===== config.mk =====
export PLATFORM = sky130hd
export DESIGN_NAME = reverse_in_groups_of_k
export DESIGN_NICKNAME = d
export VERILOG_FILES = /design/src/hdl/rigk_pkg.sv /design/src/hdl/rigk_front.sv /design/src/hdl/rigk_queue.sv /design/src/hdl/rigk_back.sv /design/src/hdl/reverse_in_groups_of_k.sv
export SDC_FILE = /design/constraint.sdc
export NUM_CORES = 1
export LEC_CHECK = 0
export BUFFER_PORTS_ARGS = -buffer_cell sky130_fd_sc_hd__buf_2
export CORE_UTILIZATION = 45
export DETAILED_ROUTE_END_ITERATION = 12
export GPL_ROUTABILITY_DRIVEN = 0
export PLACE_DENSITY_LB_ADDON = 0.25
export REMOVE_ABC_BUFFERS = 1
export SYNTH_ARGS = -nofsm -noshare
export SYNTH_HDL_FRONTEND = slang
export SYNTH_SLANG_ARGS = --single-unit

===== constraint.sdc =====
create_clock -name clk -period 10.58 [get_ports clk]
set_clock_uncertainty 0.05 [all_clocks]
set_input_delay 0.529 -clock clk [delete_from_list [all_inputs] [get_ports clk]]
set_output_delay 0.529 -clock clk [all_outputs]
set_load 0.01 [all_outputs]

===== src/hdl/rigk_pkg.sv =====
// Shared types and constants for the reverse-in-groups block.
`timescale 1ns / 1ps
package rigk_pkg;

  // Default group depth and the upper bound of the parameter's range.
  localparam int MAX_GROUP_DEF = 16;
  localparam int MAX_GROUP_LIM = 64;

  // Field widths sized for the whole parameter range.
  localparam int CNT_MAX_W  = $clog2(MAX_GROUP_LIM + 1);
  localparam int ADDR_MAX_W = $clog2(MAX_GROUP_LIM);

  localparam int VALUE_W = 32;
  localparam int CFG_W   = 5;

  // One closed group, handed from the front to the back.
  typedef struct packed {
    logic                 bank;
    logic [CNT_MAX_W-1:0] count;
    logic                 rev;
    logic                 eol;
  } grp_desc_t;

  // Buffer write from the front.
  typedef struct packed {
    logic                  en;
    logic                  bank;
    logic [ADDR_MAX_W-1:0] addr;
    logic [VALUE_W-1:0]    data;
  } buf_wr_t;

endpackage


===== src/hdl/rigk_front.sv =====
// Front end: accepts elements, fills the current bank and closes groups.
`timescale 1ns / 1ps
module rigk_front #(
  parameter int MAX_GROUP = rigk_pkg::MAX_GROUP_DEF
) (
  input  logic                          clk,
  input  logic                          rst,
  input  logic                          in_valid,
  output logic                          in_stall,
  input  logic signed [31:0]            value,
  input  logic                          end_of_list,
  input  logic [rigk_pkg::CFG_W-1:0]    group_size,
  input  logic                          q_full,
  output logic                          push,
  output rigk_pkg::grp_desc_t           desc,
  output rigk_pkg::buf_wr_t             wr
);

  localparam int CNT_W = $clog2(MAX_GROUP + 1);
  localparam int CW    = rigk_pkg::CNT_MAX_W;

  logic [CNT_W-1:0] fill;
  logic             bank;
  logic             accept;
  logic [CW-1:0]    gs_ext;
  logic [CW-1:0]    size;
  logic [CW-1:0]    n;
  logic             full_grp;
  logic             close;

  assign in_stall = q_full;
  assign accept   = in_valid && !q_full;

  // Clamp the configured size into 1..MAX_GROUP.
  always_comb begin
    gs_ext = CW'(group_size);
    if (gs_ext == '0) begin
      size = CW'(1);
    end else if (gs_ext > CW'(MAX_GROUP)) begin
      size = CW'(MAX_GROUP);
    end else begin
      size = gs_ext;
    end
  end

  assign n        = CW'(fill) + CW'(1);
  assign full_grp = (n >= size);
  assign close    = full_grp || end_of_list;

  always_comb begin
    wr.en   = accept;
    wr.bank = bank;
    wr.addr = rigk_pkg::ADDR_MAX_W'(fill);
    wr.data = value;
    push       = accept && close;
    desc.bank  = bank;
    desc.count = n;
    desc.rev   = full_grp;
    desc.eol   = end_of_list;
  end

  // Advance the fill position, or hand the bank over on a closed group.
  always_ff @(posedge clk) begin
    if (rst) begin
      fill <= '0;
      bank <= 1'b0;
    end else if (accept) begin
      if (close) begin
        fill <= '0;
        bank <= ~bank;
      end else begin
        fill <= CNT_W'(n);
      end
    end
  end

endmodule


===== src/hdl/rigk_queue.sv =====
// Two-entry queue of closed-group descriptors between front and back.
`timescale 1ns / 1ps
module rigk_queue (
  input  logic                clk,
  input  logic                rst,
  input  logic                push,
  input  rigk_pkg::grp_desc_t push_desc,
  input  logic                pop,
  output logic                head_valid,
  output rigk_pkg::grp_desc_t head,
  output logic                full
);

  rigk_pkg::grp_desc_t entry [2];
  logic       wr_ptr;
  logic       rd_ptr;
  logic [1:0] count;

  assign head_valid = (count != 2'd0);
  assign full       = (count == 2'd2);
  assign head       = entry[rd_ptr];

  always_ff @(posedge clk) begin
    if (push) begin
      entry[wr_ptr] <= push_desc;
    end
  end

  always_ff @(posedge clk) begin
    if (rst) begin
      wr_ptr <= 1'b0;
      rd_ptr <= 1'b0;
      count  <= 2'd0;
    end else begin
      if (push) begin
        wr_ptr <= ~wr_ptr;
      end
      if (pop) begin
        rd_ptr <= ~rd_ptr;
      end
      unique case ({push, pop})
        2'b10:   count <= count + 2'd1;
        2'b01:   count <= count - 2'd1;
        default: count <= count;
      endcase
    end
  end

endmodule


===== src/hdl/rigk_back.sv =====
// Back end: holds both group banks and drains closed groups to the output.
`timescale 1ns / 1ps
module rigk_back #(
  parameter int MAX_GROUP = rigk_pkg::MAX_GROUP_DEF
) (
  input  logic                clk,
  input  logic                rst,
  input  rigk_pkg::buf_wr_t   wr,
  input  logic                head_valid,
  input  rigk_pkg::grp_desc_t head,
  output logic                pop,
  output logic                out_valid,
  input  logic                out_stall,
  output logic signed [31:0]  value_res,
  output logic                end_of_list_res
);

  localparam int CNT_W  = $clog2(MAX_GROUP + 1);
  localparam int ADDR_W = (MAX_GROUP > 1) ? $clog2(MAX_GROUP) : 1;

  logic [rigk_pkg::VALUE_W-1:0] mem [2][MAX_GROUP];

  logic [CNT_W-1:0] k;
  logic [CNT_W-1:0] cnt;
  logic [CNT_W-1:0] last_k;
  logic [CNT_W-1:0] rd_pos;
  logic             last;
  logic             load;

  assign cnt    = CNT_W'(head.count);
  assign last_k = cnt - CNT_W'(1);
  assign last   = (k == last_k);
  assign rd_pos = head.rev ? (last_k - k) : k;
  assign load   = head_valid && (!out_valid || !out_stall);
  assign pop    = load && last;

  always_ff @(posedge clk) begin
    if (wr.en) begin
      mem[wr.bank][ADDR_W'(wr.addr)] <= wr.data;
    end
  end

  // Read straight into the output register.
  always_ff @(posedge clk) begin
    if (load) begin
      value_res       <= mem[head.bank][rd_pos[ADDR_W-1:0]];
      end_of_list_res <= head.eol && last;
    end
  end

  always_ff @(posedge clk) begin
    if (rst) begin
      out_valid <= 1'b0;
      k         <= '0;
    end else begin
      if (load) begin
        out_valid <= 1'b1;
      end else if (!out_stall) begin
        out_valid <= 1'b0;
      end
      if (load) begin
        k <= last ? '0 : k + CNT_W'(1);
      end
    end
  end

endmodule


===== src/hdl/reverse_in_groups_of_k.sv =====
// Top level of the reverse-in-groups stream reorderer.
`timescale 1ns / 1ps
// Reorders a stream of signed 32-bit list elements in groups of group_size
// (clamped to 1..MAX_GROUP; 0 behaves as 1). A full group leaves reversed as
// soon as its last element is taken; a short final group leaves in arrival
// order when end_of_list arrives, and the last result of a list carries
// end_of_list_res. While in_stall is low, the front takes one element per cycle
// into one of two group banks; when a group closes it hands the bank to the
// back through a two-entry descriptor queue and carries on filling the other
// bank. The back reads one element per cycle from the bank memory straight into
// the output register, so a group of n elements occupies the output for n
// transfers. When the back is idle, a group's first result follows its closing
// transfer via the queue and output registers. Throughput is one element per
// cycle in and out while the output does not stall and groups keep a steady
// length. in_stall rises while both banks hold groups not yet drained: when the
// output side stalls, or when a short group closes while a longer one is still
// draining. Write group_size only while the block is idle.
module reverse_in_groups_of_k #(
  parameter int MAX_GROUP = rigk_pkg::MAX_GROUP_DEF
) (
  input  logic                       clk,
  input  logic                       rst,
  input  logic                       cfg_write,
  input  logic [rigk_pkg::CFG_W-1:0] cfg_data,
  input  logic                       in_valid,
  output logic                       in_stall,
  input  logic signed [31:0]         value,
  input  logic                       end_of_list,
  output logic                       out_valid,
  input  logic                       out_stall,
  output logic signed [31:0]         value_res,
  output logic                       end_of_list_res
);

  logic [rigk_pkg::CFG_W-1:0] group_size;

  rigk_pkg::grp_desc_t desc;
  rigk_pkg::grp_desc_t head;
  rigk_pkg::buf_wr_t   wr;
  logic                push;
  logic                pop;
  logic                head_valid;
  logic                q_full;

  // Hold the group size register; reset to one, which passes data through.
  always_ff @(posedge clk) begin
    if (rst) begin
      group_size <= rigk_pkg::CFG_W'(1);
    end else if (cfg_write) begin
      group_size <= cfg_data;
    end
  end

  // Front: take elements, fill the current bank, close groups.
  rigk_front #(.MAX_GROUP(MAX_GROUP)) u_front (
    .clk         (clk),
    .rst         (rst),
    .in_valid    (in_valid),
    .in_stall    (in_stall),
    .value       (value),
    .end_of_list (end_of_list),
    .group_size  (group_size),
    .q_full      (q_full),
    .push        (push),
    .desc        (desc),
    .wr          (wr)
  );

  // Queue: one descriptor per bank awaiting or under drain.
  rigk_queue u_queue (
    .clk        (clk),
    .rst        (rst),
    .push       (push),
    .push_desc  (desc),
    .pop        (pop),
    .head_valid (head_valid),
    .head       (head),
    .full       (q_full)
  );

  // Back: drain the head group, reversed or in order, one transfer a cycle while the output does not stall.
  rigk_back #(.MAX_GROUP(MAX_GROUP)) u_back (
    .clk             (clk),
    .rst             (rst),
    .wr              (wr),
    .head_valid      (head_valid),
    .head            (head),
    .pop             (pop),
    .out_valid       (out_valid),
    .out_stall       (out_stall),
    .value_res       (value_res),
    .end_of_list_res (end_of_list_res)
  );

endmodule

Word level (Yosys, flattened, before mapping)
Memories as Yosys holds them, arrays and structs flattened. A register that Yosys moved wholly into a read port is not among the register bits.
Index checks and enable logic that the tools add are counted.
{ "op_classes": {"reduce_logical": 15, "mux": 19, "eq_ne": 5, "magnitude_cmp": 5, "n_bitwise": 5, "n_addsub": 6} }
{ "op_table": {"columns": ["op", "count"], "rows": [
  ["512-bit 2-to-1 mux", 1],
  ["32-bit binary-select mux with 4-bit select", 1],
  ["32-bit demux with 4-bit select", 1],
  ["32-bit 2-to-1 mux", 3],
  ["5-bit 2-to-1 mux", 3],
  ["5-bit >= comparator (second input constant)", 2],
  ["4-bit NOT with 5-bit output", 2],
  ["7-bit >= comparator", 1],
  ["1-bit 2-to-1 mux", 7],
  ["7-bit 2-to-1 mux", 1],
  ["5-bit by 1-bit adder with 6-bit output (second input constant)", 1],
  ["1-bit logical AND", 6],
  ["5-bit by 1-bit adder with 5-bit output (second input constant)", 1],
  ["5-bit == test", 1],
  ["5-bit greater-than comparator (second input constant)", 1],
  ["5-bit logical NOT", 1],
  ["5-bit by 1-bit less-than comparator with 1-bit output (second input constant)", 1],
  ["5-bit by 1-bit subtractor with 5-bit output (second input constant)", 1],
  ["2-bit == test (second input constant)", 2],
  ["4-bit 2-to-1 mux", 1],
  ["2-bit one-hot mux with 2 select lines", 1],
  ["2-bit nonzero test", 2],
  ["4-bit subtractor", 1],
  ["1-bit logical NOT", 3],
  ["7 further kinds", 10]
]} }
{ "word_totals": {"register_bits": 54, "n_memories": 2, "out_inout_bits": 35, "inputBits": 43, "mem_bits_rw": 1042} }
{ "memory_table": {"columns": ["name", "words", "word_bits", "read_ports", "rd_clocked_by_memory_dff", "wr", "line_no", "rtl"], "rows": [
  ["u_back.mem", 2, 512, 1, 0, 1, "rigk_back.sv:21", "logic [rigk_pkg::VALUE_W-1:0] mem [2][MAX_GROUP];"],
  ["u_queue.entry", 2, 9, 1, 1, 1, "rigk_queue.sv:14", "rigk_pkg::grp_desc_t entry [2];"]
]} }

Longest topological paths before layout
{ "logic_depth": {"word_depth": 8, "ltp_mapped": 14} }

Modules after synthesis
Synthesis repeated with hierarchy kept, for this count alone.
{ "hier_totals": {"hier_cells": 2767, "area_unflattened_um2": 44590.3} }
{ "by_module_without_submodules": {"columns": ["mod", "instances", "area_each_um2", "cells_each", "seq_area_each_um2"], "rows": [
  ["rigk_back", 1, 42673.4, 2594, 31860.6],
  ["rigk_queue", 1, 925.9, 53, 700.7],
  ["rigk_front", 1, 807.0, 104, 120.1],
  ["reverse_in_groups_of_k", 1, 183.9, 16, 100.1]
]} }

Worst setup path after synthesis
Ideal clock, no wire load.
{ "synth_path": {"path_kind": "input port to flip-flop", "from": "input out_stall", "to": "register u_queue.count[1]", "path_stages": 6, "required_time_ns": 10.459, "arrival_ns": 3.736, "slack_ns": 6.723, "setup_ns": 0.071, "path_cell_list": "a21oi_1 > nand4_1 > inv_1 > ha_1 > or3_1 > a21oi_1"} }
{ "synth_between": {"elab_chain_len": 6, "elab_cells_between_ends": 8, "cone_classes": "eq/ne (2); mux (1); reduce/logical (5)"} }
{ "synth_rtl": {"columns": ["item", "line_no", "rtl"], "rows": [
  ["start, declared", "reverse_in_groups_of_k.sv:30", "input logic out_stall,"],
  ["1-bit logical NOT *", "rigk_back.sv:34", "assign load = head_valid && (!out_valid || !out_stall);"],
  ["1-bit logical OR *", "rigk_back.sv:34", null],
  ["1-bit logical AND *", "rigk_back.sv:34", null],
  ["1-bit logical AND *", "rigk_back.sv:35", "assign pop = load && last;"],
  ["net pop", "reverse_in_groups_of_k.sv:41", "logic pop;"],
  ["2-bit by 1-bit == test with 1-bit output or 2-bit == test (tied branches)", "rigk_queue.sv:41", "unique case ({push, pop})"],
  ["2-bit one-hot mux with 2 select lines or 2-bit nonzero test (tied branches)", null, null],
  ["end signal, assigned", "rigk_queue.sv:42", "2'b10: count <= count + 2'd1;"],
  ["end signal, assigned", "rigk_queue.sv:43", "2'b01: count <= count - 2'd1;"],
  ["end signal, assigned", "rigk_queue.sv:44", "default: count <= count;"],
  ["end, declared", "rigk_queue.sv:17", "logic [1:0] count;"]
]} }
Mark *: on every way through the listed nets, which the timed path passes. The rest lies on a longest branch.
A chain may end at the register's enable or synchronous reset.

==> flow_results.xml <==
<?xml version="1.0" encoding="UTF-8"?>
<metrics>
  <group name="timing">
    <metric name="rsz0062_at_grt" unit="">no</metric>
    <metric name="fin_tns_setup" unit="ns">0</metric>
    <metric name="final_period_minus_worst_setup_slack" unit="ns">4.51</metric>
    <metric name="finalHoldViolations" unit="">0</metric>
    <metric name="setup_viol_count_final" unit="">0</metric>
    <metric name="final.period_utilization" unit="%">42.6</metric>
    <metric name="finalHoldWorstSlack" unit="ns">0.0638</metric>
    <metric name="max_freq" unit="GHz">0.222</metric>
    <metric name="worst_slew_margin_relative_to_its_limit" unit="%">26.3</metric>
    <metric name="finalWorstSetupSlack" unit="ns">6.07</metric>
    <metric name="max_slew_violation_total_from_the_final_report" unit="">0</metric>
    <metric name="worst-slew-pin-transition" unit="ns">1.11</metric>
  </group>
  <group name="die">
    <metric name="fp.dieW" unit="um">307</metric>
    <metric name="placementRows" unit="">111</metric>
    <metric name="die_y" unit="um">307</metric>
    <metric name="initial_utilization" unit="%">45.6</metric>
    <metric name="floorplan.core_area" unit="um^2">91800</metric>
    <metric name="ios" unit="">78</metric>
    <metric name="floorplan.die_area" unit="um^2">94200</metric>
  </group>
  <group name="routing">
    <metric name="via_count" unit="">19544</metric>
    <metric name="route.detailed.drc" unit="">0</metric>
    <metric name="dr.pass1.iters" unit="">7</metric>
    <metric name="antenna_violating_nets_post_route" unit="">0</metric>
    <metric name="drt-wirelength-per-cell" unit="um">29.5</metric>
    <metric name="finalWirelength" unit="mm">98.6</metric>
    <metric name="vias_per_cell" unit="">5.84</metric>
    <metric name="detailedRoute.firstIterationViolations" unit="">2226</metric>
  </group>
  <group name="setup_path">
    <metric name="worst_r2r_endpoint" unit="">u_back.value_res[21]</metric>
    <metric name="critical-path-slowest-cell" unit="">buf_4</metric>
    <metric name="critical_path_required" unit="ns">10.94</metric>
    <metric name="worstPathCellList" unit="">mux2i_1 -&gt; inv_1 -&gt; ha_1 -&gt; mux2i_4 -&gt; buf_12 -&gt; buf_4 -&gt; mux4_2 -&gt; a22oi_1 -&gt; nand2_1 -&gt; mux2_2</metric>
    <metric name="reg2regPathDepth" unit="">10</metric>
    <metric name="cp_data_arrival_time" unit="ns">4.87</metric>
    <metric name="regToRegSetupSlack" unit="ns">6.07</metric>
    <metric name="critical_path.endpoint_type" unit="">flip-flop</metric>
    <metric name="criticalPathCategory" unit="">reg -&gt; reg</metric>
    <metric name="critPathLaunchType" unit="">flip-flop</metric>
    <metric name="largest_stage_delay_on_the_critical_path" unit="ns">0.88</metric>
    <metric name="critPathMaxFanout" unit="">139</metric>
  </group>
  <group name="placement">
    <metric name="post_detailed_placement_cell_area" unit="um^2">43900</metric>
    <metric name="place.port_buffers" unit="">77</metric>
    <metric name="post-dp-hpwl" unit="mm">47.0</metric>
    <metric name="dp_worst_setup_slack" unit="ns">6.01</metric>
  </group>
  <group name="logic_synthesis">
    <metric name="postSynth.asyncResetShare" unit="%">0</metric>
    <metric name="synth_cells" unit="">1870</metric>
    <metric name="cells_taking_the_most_area_after_synthesis" unit="">edfxtp_1, mux4_2, a22oi_1</metric>
    <metric name="synth-main-ff-cell" unit="">edfxtp_1</metric>
    <metric name="synth_largest_type_area_fraction" unit="%">77.0</metric>
    <metric name="syn-cell-area" unit="um^2">41800</metric>
    <metric name="syn_area_per_cell" unit="um^2">22.4</metric>
    <metric name="yosys.area.top_type" unit="">edfxtp_1</metric>
    <metric name="netlist_top_cells_count" unit="">edfxtp_1, mux4_2, a22oi_1</metric>
    <metric name="synthMostInstantiatedCell" unit="">edfxtp_1</metric>
    <metric name="synth-edff-count" unit="">1073</metric>
    <metric name="seq_area_frac_synth" unit="%">78.1</metric>
    <metric name="synth_warnings" unit="">0</metric>
    <metric name="synth_cell_type_count" unit="">42</metric>
    <metric name="synth_seq_cells" unit="">1095</metric>
  </group>
  <group name="clocking">
    <metric name="clk_transition_reported_paths" unit="ns">0.06</metric>
    <metric name="cts_repair_resize_count" unit="">0</metric>
    <metric name="cts_htree_levels" unit="">3</metric>
    <metric name="cts_post_setup_buffers_inserted" unit="">0</metric>
    <metric name="cts_made_buffers" unit="">108</metric>
    <metric name="buffer_levels_on_the_longest_clock_path" unit="">3</metric>
    <metric name="tritoncts" unit="">done</metric>
    <metric name="numClockSinks" unit="">1095</metric>
    <metric name="postCtsHoldBufs" unit="">0</metric>
    <metric name="clockRootBuffer" unit="">clkbuf_16</metric>
    <metric name="worstSkewPairLatency" unit="ns">0.66</metric>
  </group>
  <group name="final_layout">
    <metric name="syn2layout_area_growth" unit="%">13.1</metric>
    <metric name="fillerInstances" unit="">7144</metric>
    <metric name="num-nets-final" unit="">2072</metric>
    <metric name="fraction_of_layout_instances_using_a_drive_strength_above_1" unit="%">28.5</metric>
    <metric name="antenna_cells" unit="">0</metric>
    <metric name="stdcell_area" unit="um^2">47300</metric>
  </group>
  <group name="global_route">
    <metric name="groute.layer.met3.usage" unit="%">2.89</metric>
    <metric name="grt_first_pass_wirelength" unit="mm">141</metric>
    <metric name="use_met2" unit="%">35.5</metric>
    <metric name="maximum_number_of_pins_on_one_net_before_global_route_repair" unit="">140</metric>
    <metric name="grt_total_ovfl" unit="">0</metric>
    <metric name="globalRoute.busiestLayer" unit="">met2</metric>
    <metric name="grt_use_met1" unit="%">29.3</metric>
    <metric name="number_of_antenna_violations_at_the_first_check_in_global_routing" unit="">3</metric>
    <metric name="grt_pass1_vias" unit="">20432</metric>
    <metric name="gr-usage-all-layers" unit="%">21.1</metric>
  </group>
  <group name="power_and_ir_drop">
    <metric name="pwr_per_cell_area" unit="nW/um^2">226</metric>
    <metric name="power" unit="mW">10.7</metric>
    <metric name="vdd.ir_drop.worst" unit="mV">0.182</metric>
    <metric name="power_leakage" unit="nW">14.7</metric>
  </group>
  <group name="hold_path">
    <metric name="timing.hold.worst.class" unit="">in -&gt; reg</metric>
    <metric name="timing.hold.worst.start" unit="">cfg_data[0]</metric>
    <metric name="holdPathStages" unit="">3</metric>
    <metric name="worst_hold_path.endpoint" unit="">group_size[0]</metric>
  </group>
  <group name="outcome">
    <metric name="run_status" unit="">finished, final reports clean</metric>
  </group>
  <group name="job">
    <metric name="max_cap_violations" unit="">0</metric>
  </group>
</metrics>
sequential cells by signal, indices dropped and copies added, names as in the netlist, named ones only:
| register | count |
|---|---|
| u_back.k | 5 |
| u_back.end_of_list_res | 1 |
| u_front.fill | 5 |
| u_queue.count | 2 |
| u_front.bank | 1 |
| u_back.value_res | 32 |
| u_queue.wr_ptr | 1 |
| u_queue.entry | 16 |
| group_size | 5 |
| u_back.mem | 1024 |
| u_back.out_valid | 1 |
| u_queue.rd_ptr | 1 |
how the worst max path moves through the flow:
stage                    from                   end
floorplan           flip-flop   u_back.value_res[0]
global placement    flip-flop  u_back.value_res[29]
detailed placement  flip-flop  u_back.value_res[21]
global route        flip-flop   u_back.value_res[7]
finish              flip-flop  u_back.value_res[21]
CTS                 flip-flop  u_back.value_res[21]
metrics by stage:
stage                     utilization (%)  instances
after floorplan                         -       1778
after global placement               47.8       3145
after detailed placement             47.8       3145
after CTS                            51.5       3347
after global routing                 51.5       3347
final                                51.5       3347
power by group:
part	internal [mW]	switching, mW
registers	4.93	0.0589
logic	0.892	1.17
clock network	2.07	1.59
cells by family after synthesis:
family | synth area share, %
flip-flops | 78.1
multiplexers | 15.2
AND/OR/NAND/NOR | 1.73
AO/OA/AOI/OAI | 2.69
buffers and inverters | 1.37
XOR/XNOR | 0.419
adder cells (fa/ha/maj) | 0.527
routing by layer:
| layer | vias up | wire length, um |
|---|---|---|
| li1 | 8175 | - |
| met1 | 10567 | 41200 |
| met2 | 680 | 49700 |
| met3 | 118 | 6150 |
| met4 | 4 | 1580 |
| met5 | - | 23 |
worst max-delay path, delay by kind of cell (launching register included):
kind | cells | cell delay (ns)
DFF | 1 | 0.64
muxes | 4 | 1.19
buffers and inverters | 3 | 1.54
and+or+nand+nor | 1 | 0.14
adders and majority gates | 1 | 0.31
AOI/OAI and AO/OA | 1 | 0.20
area by class of cell:
type / count / area [um^2] / area share [%]
Clock inverter: 72 / 536 / 1.13
Timing Repair Buffer: 124 / 751 / 1.59
Clock buffer: 130 / 2830 / 5.98
Inverter: 16 / 60.1 / 0.127
Multi-Input combinational cell: 667 / 8890 / 18.8
Sequential cell: 1095 / 32700 / 69.1
Tap cell: 1243 / 1560 / 3.29
cell usage in the layout, fill, tap and decap left out, types with 34 or more instances in the layout:
cell and instances:
buf_2 77, buf_4 46, edfxtp_1 1073, mux4_2 256
clkbuf_16 110, a22oi_1 128, nand2_1 81, nor2_4 36
mux2_2 34, clkinv_1 38
Power figures use the tool's default switching activity.
